[config.mk]
export PLATFORM = sky130hd
export DESIGN_NAME = polynomial_bisection_root_unit
export DESIGN_NICKNAME = d
export VERILOG_FILES = /design/src/rtl/core/pbr_pkg.sv /design/src/rtl/core/pbr_ctrl.sv /design/src/rtl/core/pbr_datapath.sv /design/src/rtl/core/polynomial_bisection_root_unit.sv
export VERILOG_INCLUDE_DIRS = /design/src /design/src/rtl/core
export SDC_FILE = /design/constraint.sdc
export NUM_CORES = 2
export LEC_CHECK = 0
export ABC_AREA = 1
export BUFFER_PORTS_ARGS = -buffer_cell sky130_fd_sc_hd__buf_2
export CORE_AREA = 4 4 422 424
export CTS_BUF_LIST = sky130_fd_sc_hd__clkbuf_4
export DETAILED_ROUTE_END_ITERATION = 10
export DIE_AREA = 0 0 426 428
export HOLD_SLACK_MARGIN = 0.12
export PLACE_DENSITY_LB_ADDON = 0.3
export SYNTH_ARGS = -nofsm -noshare
export SYNTH_HDL_FRONTEND = slang
export SYNTH_HIERARCHICAL = 1
export SYNTH_SLANG_ARGS = --single-unit
[constraint.sdc]
create_clock -name clk -period 8.1 [get_ports clk]
set_input_delay 0 -clock clk [delete_from_list [all_inputs] [get_ports clk]]
set_output_delay 0 -clock clk [all_outputs]
set_load 0.05 [all_outputs]
[src/rtl/core/assert_macros.svh]
// assertion helpers shared by the rtl
`ifndef ASSERT_MACROS_SVH
`define ASSERT_MACROS_SVH

// same-cycle implication, held off while in reset
`define ASSERT_SAME(label, clk, rst_n, ante, cons) \
    label: assert property (@(posedge clk) disable iff (!rst_n) (ante) |-> (cons)) \
        else $error("assertion failed");

// next-cycle implication, held off while in reset
`define ASSERT_NEXT(label, clk, rst_n, ante, cons) \
    label: assert property (@(posedge clk) disable iff (!rst_n) (ante) |=> (cons)) \
        else $error("assertion failed");

`endif

[src/rtl/core/pbr_pkg.sv]
package pbr_pkg;

    localparam int COEF_COUNT = 6;
    localparam int FRAC_BITS  = 16;

    localparam int WORD_W    = 32;
    localparam int TOL_W     = 31;
    localparam int CAP_W     = 8;
    localparam int CIDX_W    = $clog2(COEF_COUNT);
    localparam int CFG_IDX_W = $clog2(COEF_COUNT + 2);

    typedef logic signed [WORD_W-1:0] word_t;
    typedef logic [TOL_W-1:0]         tol_t;
    typedef logic [CAP_W-1:0]         cap_t;
    typedef logic [CIDX_W-1:0]        cidx_t;
    typedef logic [CFG_IDX_W-1:0]     cfg_idx_t;

    // register indexes of the config port
    localparam cfg_idx_t REG_TOLERANCE = CFG_IDX_W'(COEF_COUNT);
    localparam cfg_idx_t REG_ITER_CAP  = CFG_IDX_W'(COEF_COUNT + 1);

    localparam cidx_t COEF_TOP   = CIDX_W'(COEF_COUNT - 1);
    localparam cidx_t COEF_START = CIDX_W'(COEF_COUNT - 2);

    localparam tol_t TOL_RESET = TOL_W'(33);
    // 0.0005 rounded to the fraction grid
    localparam tol_t TOL_ZERO_SUB = TOL_W'((5 * (1 << FRAC_BITS) + 5000) / 10000);
    localparam cap_t CAP_RESET = CAP_W'(64);
    localparam cap_t CAP_MIN   = CAP_W'(1);

    localparam word_t WORD_MAX = {1'b0, {(WORD_W-1){1'b1}}};
    localparam word_t WORD_MIN = {1'b1, {(WORD_W-1){1'b0}}};

    // controller to datapath
    typedef struct packed {
        logic load;      // take a new interval, x = lower end
        logic mul;       // product = acc * x
        logic step;      // acc = sat(sat(product) + coef[k])
        logic take_fa;   // latch sign class of f(lower end)
        logic set_mid;   // x = midpoint, restart horner
        logic decide;    // move an end, count the pass
    } cmd_t;

    // datapath to controller
    typedef struct packed {
        logic last_step; // horner index at the constant term
        logic stop;      // tolerance met or pass cap reached
    } stat_t;

endpackage

[src/rtl/core/pbr_ctrl.sv]
module pbr_ctrl (
    input  logic           clk,
    input  logic           rst_n,
    input  logic           start,
    output logic           busy,
    output logic           done,
    output pbr_pkg::cmd_t  cmd,
    input  pbr_pkg::stat_t stat
);
    import pbr_pkg::*;

    localparam logic [2:0] S_IDLE   = 3'd0;
    localparam logic [2:0] S_MUL    = 3'd1;
    localparam logic [2:0] S_ACC    = 3'd2;
    localparam logic [2:0] S_MID    = 3'd3;
    localparam logic [2:0] S_DECIDE = 3'd4;

    logic [2:0] state_reg, state_next;
    logic       first_reg, first_next;
    logic       done_reg, done_next;

    always_comb
    begin
        state_next = state_reg;
        first_next = first_reg;
        done_next  = 1'b0;
        cmd        = '0;
        unique case (state_reg)
            S_IDLE:
            begin
                if (start)
                begin
                    cmd.load   = 1'b1;
                    first_next = 1'b1;
                    state_next = S_MUL;
                end
            end
            S_MUL:
            begin
                cmd.mul    = 1'b1;
                state_next = S_ACC;
            end
            S_ACC:
            begin
                cmd.step = 1'b1;
                if (!stat.last_step)
                    state_next = S_MUL;
                else if (first_reg)
                    state_next = S_MID;
                else
                    state_next = S_DECIDE;
            end
            S_MID:
            begin
                cmd.take_fa = first_reg;
                cmd.set_mid = 1'b1;
                first_next  = 1'b0;
                state_next  = S_MUL;
            end
            S_DECIDE:
            begin
                cmd.decide = 1'b1;
                if (stat.stop)
                begin
                    done_next  = 1'b1;
                    state_next = S_IDLE;
                end
                else
                begin
                    state_next = S_MID;
                end
            end
            default:
            begin
                state_next = S_IDLE;
            end
        endcase
    end

    always_ff @(posedge clk or negedge rst_n)
    begin
        if (!rst_n)
        begin
            state_reg <= S_IDLE;
            first_reg <= 1'b0;
            done_reg  <= 1'b0;
        end
        else
        begin
            state_reg <= state_next;
            first_reg <= first_next;
            done_reg  <= done_next;
        end
    end

    assign busy = (state_reg != S_IDLE);
    assign done = done_reg;

`include "assert_macros.svh"

    `ASSERT_NEXT(a_take_busy, clk, rst_n, start && !busy, busy)
    `ASSERT_NEXT(a_done_single, clk, rst_n, done, !done)
    `ASSERT_NEXT(a_stop_done, clk, rst_n, state_reg == S_DECIDE && stat.stop, done && !busy)

endmodule

[src/rtl/core/pbr_datapath.sv]
module pbr_datapath (
    input  logic              clk,
    input  logic              rst_n,
    input  logic              cfg_we,
    input  pbr_pkg::cfg_idx_t cfg_index,
    input  pbr_pkg::word_t    cfg_data,
    input  pbr_pkg::word_t    lower_end,
    input  pbr_pkg::word_t    upper_end,
    input  pbr_pkg::cmd_t     cmd,
    output pbr_pkg::stat_t    stat,
    output pbr_pkg::word_t    root,
    output pbr_pkg::word_t    value_at_root,
    output pbr_pkg::cap_t     passes,
    output logic              status
);
    import pbr_pkg::*;

    // config registers
    word_t coef_reg [COEF_COUNT];
    tol_t  tol_reg;
    cap_t  cap_reg;

    // search state
    word_t a_reg, b_reg, x_reg, acc_reg;
    logic signed [2*WORD_W-1:0] prod_reg;
    cidx_t k_reg;
    cap_t  n_reg;
    logic  fa_pos_reg;

    // result word
    word_t root_reg, value_reg;
    cap_t  passes_reg;
    logic  status_reg;

    logic signed [2*WORD_W-1:0] shifted;
    logic       fits;
    word_t      prod_sat;
    logic signed [WORD_W:0] sum_wide;
    word_t      acc_step;
    logic signed [WORD_W:0] ab_sum;
    word_t      mid;
    logic [WORD_W-1:0] mag;
    tol_t       tol_eff;
    cap_t       cap_eff;
    logic [CAP_W:0] n_inc;
    logic       in_tol;
    logic       at_cap;
    logic       same_side;

    always_ff @(posedge clk or negedge rst_n)
    begin
        if (!rst_n)
        begin
            for (int i = 0; i < COEF_COUNT; i++)
                coef_reg[i] <= '0;
            tol_reg <= TOL_RESET;
            cap_reg <= CAP_RESET;
        end
        else if (cfg_we)
        begin
            if (cfg_index < CFG_IDX_W'(COEF_COUNT))
                coef_reg[cfg_index[CIDX_W-1:0]] <= cfg_data;
            else if (cfg_index == REG_TOLERANCE)
                tol_reg <= cfg_data[TOL_W-1:0];
            else if (cfg_index == REG_ITER_CAP)
                cap_reg <= cfg_data[CAP_W-1:0];
        end
    end

    // horner step: floor shift, saturate, add coefficient, saturate
    always_comb
    begin
        shifted  = prod_reg >>> FRAC_BITS;
        fits     = (&shifted[2*WORD_W-1:WORD_W-1]) || !(|shifted[2*WORD_W-1:WORD_W-1]);
        prod_sat = fits ? shifted[WORD_W-1:0] : (shifted[2*WORD_W-1] ? WORD_MIN : WORD_MAX);
        sum_wide = {prod_sat[WORD_W-1], prod_sat} + {coef_reg[k_reg][WORD_W-1], coef_reg[k_reg]};
        if (sum_wide[WORD_W] != sum_wide[WORD_W-1])
            acc_step = sum_wide[WORD_W] ? WORD_MIN : WORD_MAX;
        else
            acc_step = sum_wide[WORD_W-1:0];
    end

    // floor of the half sum
    assign ab_sum = {a_reg[WORD_W-1], a_reg} + {b_reg[WORD_W-1], b_reg};
    assign mid    = ab_sum[WORD_W:1];

    // stop test on f(mid)
    assign mag       = acc_reg[WORD_W-1] ? (~acc_reg + 1'b1) : acc_reg;
    assign tol_eff   = (tol_reg == '0) ? TOL_ZERO_SUB : tol_reg;
    assign cap_eff   = (cap_reg == '0) ? CAP_MIN : cap_reg;
    assign n_inc     = {1'b0, n_reg} + 1'b1;
    assign in_tol    = (mag <= {1'b0, tol_eff});
    assign at_cap    = (n_inc >= {1'b0, cap_eff});
    assign same_side = (!acc_reg[WORD_W-1]) == fa_pos_reg;

    assign stat.last_step = (k_reg == '0);
    assign stat.stop      = in_tol || at_cap;

    always_ff @(posedge clk or negedge rst_n)
    begin
        if (!rst_n)
        begin
            fa_pos_reg <= 1'b0;
            n_reg      <= '0;
            k_reg      <= '0;
        end
        else
        begin
            if (cmd.load)
            begin
                n_reg <= '0;
                k_reg <= COEF_START;
            end
            else if (cmd.set_mid)
            begin
                k_reg <= COEF_START;
            end
            else if (cmd.step)
            begin
                k_reg <= k_reg - 1'b1;
            end
            if (cmd.take_fa)
                fa_pos_reg <= !acc_reg[WORD_W-1];
            if (cmd.decide)
                n_reg <= n_inc[CAP_W-1:0];
        end
    end

    always_ff @(posedge clk)
    begin
        if (cmd.load)
        begin
            a_reg   <= lower_end;
            b_reg   <= upper_end;
            x_reg   <= lower_end;
            acc_reg <= coef_reg[COEF_TOP];
        end
        if (cmd.set_mid)
        begin
            x_reg   <= mid;
            acc_reg <= coef_reg[COEF_TOP];
        end
        if (cmd.mul)
            prod_reg <= acc_reg * x_reg;
        if (cmd.step)
            acc_reg <= acc_step;
        if (cmd.decide)
        begin
            if (same_side)
                a_reg <= x_reg;
            else
                b_reg <= x_reg;
            if (stat.stop)
            begin
                root_reg   <= x_reg;
                value_reg  <= acc_reg;
                passes_reg <= n_inc[CAP_W-1:0];
                status_reg <= !in_tol;
            end
        end
    end

    assign root          = root_reg;
    assign value_at_root = value_reg;
    assign passes        = passes_reg;
    assign status        = status_reg;

`include "assert_macros.svh"

    `ASSERT_SAME(a_pass_below_cap, clk, rst_n, cmd.decide, n_reg < cap_eff)
    `ASSERT_SAME(a_single_op, clk, rst_n, cmd.mul || cmd.step, !cmd.load && !cmd.decide)
    `ASSERT_NEXT(a_load_k, clk, rst_n, cmd.load, k_reg == COEF_START)

endmodule

[src/rtl/core/polynomial_bisection_root_unit.sv]
// bisection root search on a degree-five polynomial, signed q16.16. pulse start with the
// interval ends while busy is low; the word is taken at that edge. exactly one result word
// follows, shown on root, value_at_root, passes and status for the single cycle that done
// is high; there is no back-pressure, so the receiver must capture it in that cycle. each
// evaluation runs horner's rule on one shared 32x32 multiplier, a multiply and then an
// accumulate per coefficient: f(lower end) is evaluated first, then each bisection pass
// runs midpoint, horner, compare and update; the default cap is 64 passes. busy drops in
// the done cycle and a new word may be taken right then. config writes are taken at any
// edge with cfg_we high but are meant only while busy is low.
module polynomial_bisection_root_unit (
    input  logic              clk,
    input  logic              rst_n,

    // config write port: coefficients 0..5, tolerance, iteration cap
    input  logic              cfg_we,
    input  pbr_pkg::cfg_idx_t cfg_index,
    input  pbr_pkg::word_t    cfg_data,

    // command side
    input  logic              start,
    output logic              busy,
    input  pbr_pkg::word_t    lower_end,
    input  pbr_pkg::word_t    upper_end,

    // result word, valid while done is high
    output logic              done,
    output pbr_pkg::word_t    root,
    output pbr_pkg::word_t    value_at_root,
    output pbr_pkg::cap_t     passes,
    output logic              status
);
    import pbr_pkg::*;

    cmd_t  cmd;
    stat_t stat;

    // sequencer: horner steps, midpoint, pass decision
    pbr_ctrl u_ctrl (
        .clk   (clk),
        .rst_n (rst_n),
        .start (start),
        .busy  (busy),
        .done  (done),
        .cmd   (cmd),
        .stat  (stat)
    );

    // config registers, interval ends, multiplier, accumulator and result word
    pbr_datapath u_datapath (
        .clk           (clk),
        .rst_n         (rst_n),
        .cfg_we        (cfg_we),
        .cfg_index     (cfg_index),
        .cfg_data      (cfg_data),
        .lower_end     (lower_end),
        .upper_end     (upper_end),
        .cmd           (cmd),
        .stat          (stat),
        .root          (root),
        .value_at_root (value_at_root),
        .passes        (passes),
        .status        (status)
    );

endmodule

==> metrics.md <==
| Metric | Value |
|---|---|
| Share of layout cells above drive strength 1 | `8.61%` |
| Critical Path RT | `8.93 ns` |
| Min-delay worst type | `in -> reg` |
| Critical Path Sink Type | `register` |
| Die X-Extent | `426 um` |
| Synth warn | `6` |
| Core ar. | `174000 um^2` |
| Hold Startpoint | `lower_end[2]` |
| Status | `completed` |
| Fmax achieved | `0.127 GHz` |
| Initial DRC Count | `4360` |
| Max cap viols | `0` |
| Reg-to-reg startpoint | `u_datapath/x_reg[8]` |
| First-pass GRT wire length | `333000 um` |
| Final min period | `7.88 ns` |
| TNS Setup | `0 ns` |
| Hold Crit Depth | `4` |
| CTS buffer count | `132` |
| Worst path bufs/invs | `9` |
| Drt via density | `4.98` |
| CP max FO | `24` |
| Net Count, Synth | `9427` |
| Crit path DAT | `8.71 ns` |
| Dpl cells | `10255` |
| Commonest non-fill, non-tap cell in the layout | `nand2_1` |
| Routability congestion estimate | `0.999` |
| RSZ-0062 raised after global routing | `false` |
| Sequential share of the synthesized area | `20.3%` |
| DRT antenna net count | `0` |
| Setup slack, reg-to-reg | `0.22 ns` |
| Pin count of the biggest net entering global routing | `121` |
| Length of the first detailed-routing pass in iterations | `5` |
| Total via count in the routed design | `53703` |
| Global route overflow | `0` |
| Reg-to-reg endpoint | `u_datapath/prod_reg[55]` |
| Final setup viols | `0` |
| CP Launch Type | `register` |
| Reg2reg path depth | `27` |
| Final Max Slew Viols | `0` |
| Cells after Synth | `7955` |
| CTS root buffer | `clkbuf_4` |
| Hold endpoint | `u_datapath/x_reg[2]` |
| Yosys reg bits | `497` |
| Mean Syn Cell Area | `8.08 um^2` |
| Worst-path clk slew | `0.07 ns` |
| Initial antenna violation count | `7` |
| Worst-Margin Slew | `1.33 ns` |
| Max clock buf depth | `3` |
| Slew margin rel. | `10.7%` |
| Hold slack | `0.294 ns` |
| # DRC | `0` |
| Slowest cell on the critical path | `o21ai_0` |
| Total track usage | `23.6%` |
| Die area | `182000 um^2` |
| Distinct cells, synth | `54` |
| Placed Area | `68500 um^2` |
| CTS sink cnt | `497` |
| Slowest stage delay, CP | `0.62 ns` |
| Crit Path Class | `reg -> reg` |
| Final instance area | `73400 um^2` |
| Insertion delay to the later sink of the worst-skew pair | `1.12 ns` |
| Fin cells | `10794` |
| Final setup skew | `0.0944 ns` |
| Layout area overhead | `14.1%` |
| DR WL/cell | `19.7 um` |
| Top Ports | `178` |
| Most frequent cells in the layout | `nand2_1, inv_1, fa_1` |
| DIE HEIGHT | `428 um` |
| H-tree levels | `4` |
| Endpoints failing hold | `0` |
| HPWL Detailed | `167000 um` |
| Number of buffers added on ports | `177` |
| Total Wirelength | `212000 um` |
| Delay-heaviest family, CP | `adder cells` |
| Period utilization | `97.3%` |
| Starting density of the core | `37.0%` |
| Post-layout nets | `9833` |
| Number of flip-flops in the largest register | `192` |
| CTS tree | `done` |
| Num rows | `153` |
| Synth Cell Area | `64300 um^2` |
| Vias in the first global route | `56538` |
-- area by class of cell --
class / count / area, um^2
inverter: 1898 / 7130
multi-input combinational: 5176 / 42700
tap: 2325 / 2910
timing repair buffer: 656 / 5840
antenna: 9 / 22.5
sequential: 497 / 13000
clock buffer: 193 / 1450
fill: 17692 / 100000
clock inverter: 40 / 339
-- routing by layer --
metal  vias up  track usage, %  part of all wire [%]
li1      24501               -                     -
met4         4            8.24                   3.6
met5         -               0                0.0099
met3       359            3.29                   6.1
met1     26956            32.0                    43
met2      1883            38.6                    47
-- cells in the mapped netlist (all sizes together) --
master   number  share of area (%)
a32o         14               0.22
o21ai       480                3.7
nor2        478                2.9
o21a          6              0.070
or3           1             0.0097
and2          4              0.039
nand3b        4              0.047
o21bai       28               0.33
ha          286                5.6
edfxtp      185                8.6
clkinv        2              0.012
nor4         23               0.22
a211oi        2              0.023
clkbuf      338                2.0
inv        1896                 11
dfstp         3               0.12
a21o         10               0.12
nand3       119               0.96
fa         1083                 34
nand2      2064                 12
xor2         74                1.0
o41ai         2              0.027
a32oi         1              0.014
xnor2        38               0.52
nand4        38               0.37
o221ai        1              0.014
and3          7              0.068
o31ai         5              0.058
buf          46               0.40
o2111ai       1              0.014
a21oi       221                2.3
or2          13               0.13
nor3         41               0.35
a21boi        9               0.11
dfxtp        64                2.0
o211ai        4              0.047
dfrtp       245                9.5
a31oi        84               0.82
o22ai        35               0.34
-- logic make-up after synthesis --
kind of cell	synth area share, %
compound gates	8.21
xor+xnor	1.53
fa+ha+maj	39.3
buf+inv	13.5
flops	20.3
simple gates	17.2
-- worst register-to-register path: stages (launching register included) --
cell,delay [ns]
edfxtp_1,0.56
buf_8,0.33
nand2_1,0.17
fa_1,0.55
inv_1,0.05
fa_1,0.45
fa_1,0.51
inv_1,0.05
fa_1,0.48
inv_1,0.06
fa_1,0.50
inv_1,0.06
fa_1,0.54
inv_1,0.05
fa_1,0.49
inv_1,0.05
fa_1,0.50
inv_1,0.06
ha_1,0.39
nand2_1,0.13
nor2_1,0.25
inv_1,0.11
nor2_1,0.16
nand3_1,0.08
o21ai_0,0.62
nand4_1,0.26
nand3_1,0.14
nand2_1,0.06
-- repair_timing --
item | in CTS | in global routing
setup buffers | 0 | 30
hold buffers | 267 | 0
setup endpoints to repair | 0 | 19
endpoints found under the hold margin | 601 | 0
gates resized for setup | 0 | 16
-- through the flow --
step / setup WS [ns] / util, %
after CTS: 0.122 / 42.0
final: 0.220 / 42.2
after global routing: 0.0236 / 42.2
after floorplan: 0.430 / -
after detailed placement: 0.166 / 39.4
after global placement: 0.102 / 39.4
-- how the worst max path moves through the flow --
stage / slack, ns / endpoint / cells past startpoint / from
floorplan: 0.43 / u_datapath/prod_reg[56] / 28 / u_datapath/acc_reg[31]
global placement: 0.10 / u_datapath/prod_reg[37] / 25 / u_datapath/acc_reg[5]
detailed placement: 0.17 / u_datapath/prod_reg[60] / 26 / u_datapath/acc_reg[5]
CTS: 0.12 / u_datapath/prod_reg[37] / 29 / u_datapath/x_reg[8]
global route: 0.02 / u_datapath/prod_reg[55] / 27 / u_datapath/x_reg[8]
finish: 0.22 / u_datapath/prod_reg[55] / 27 / u_datapath/x_reg[8]
Power is not shown: default switching activity piles up to over one toggle a cycle in this logic, so the estimate is an artifact.
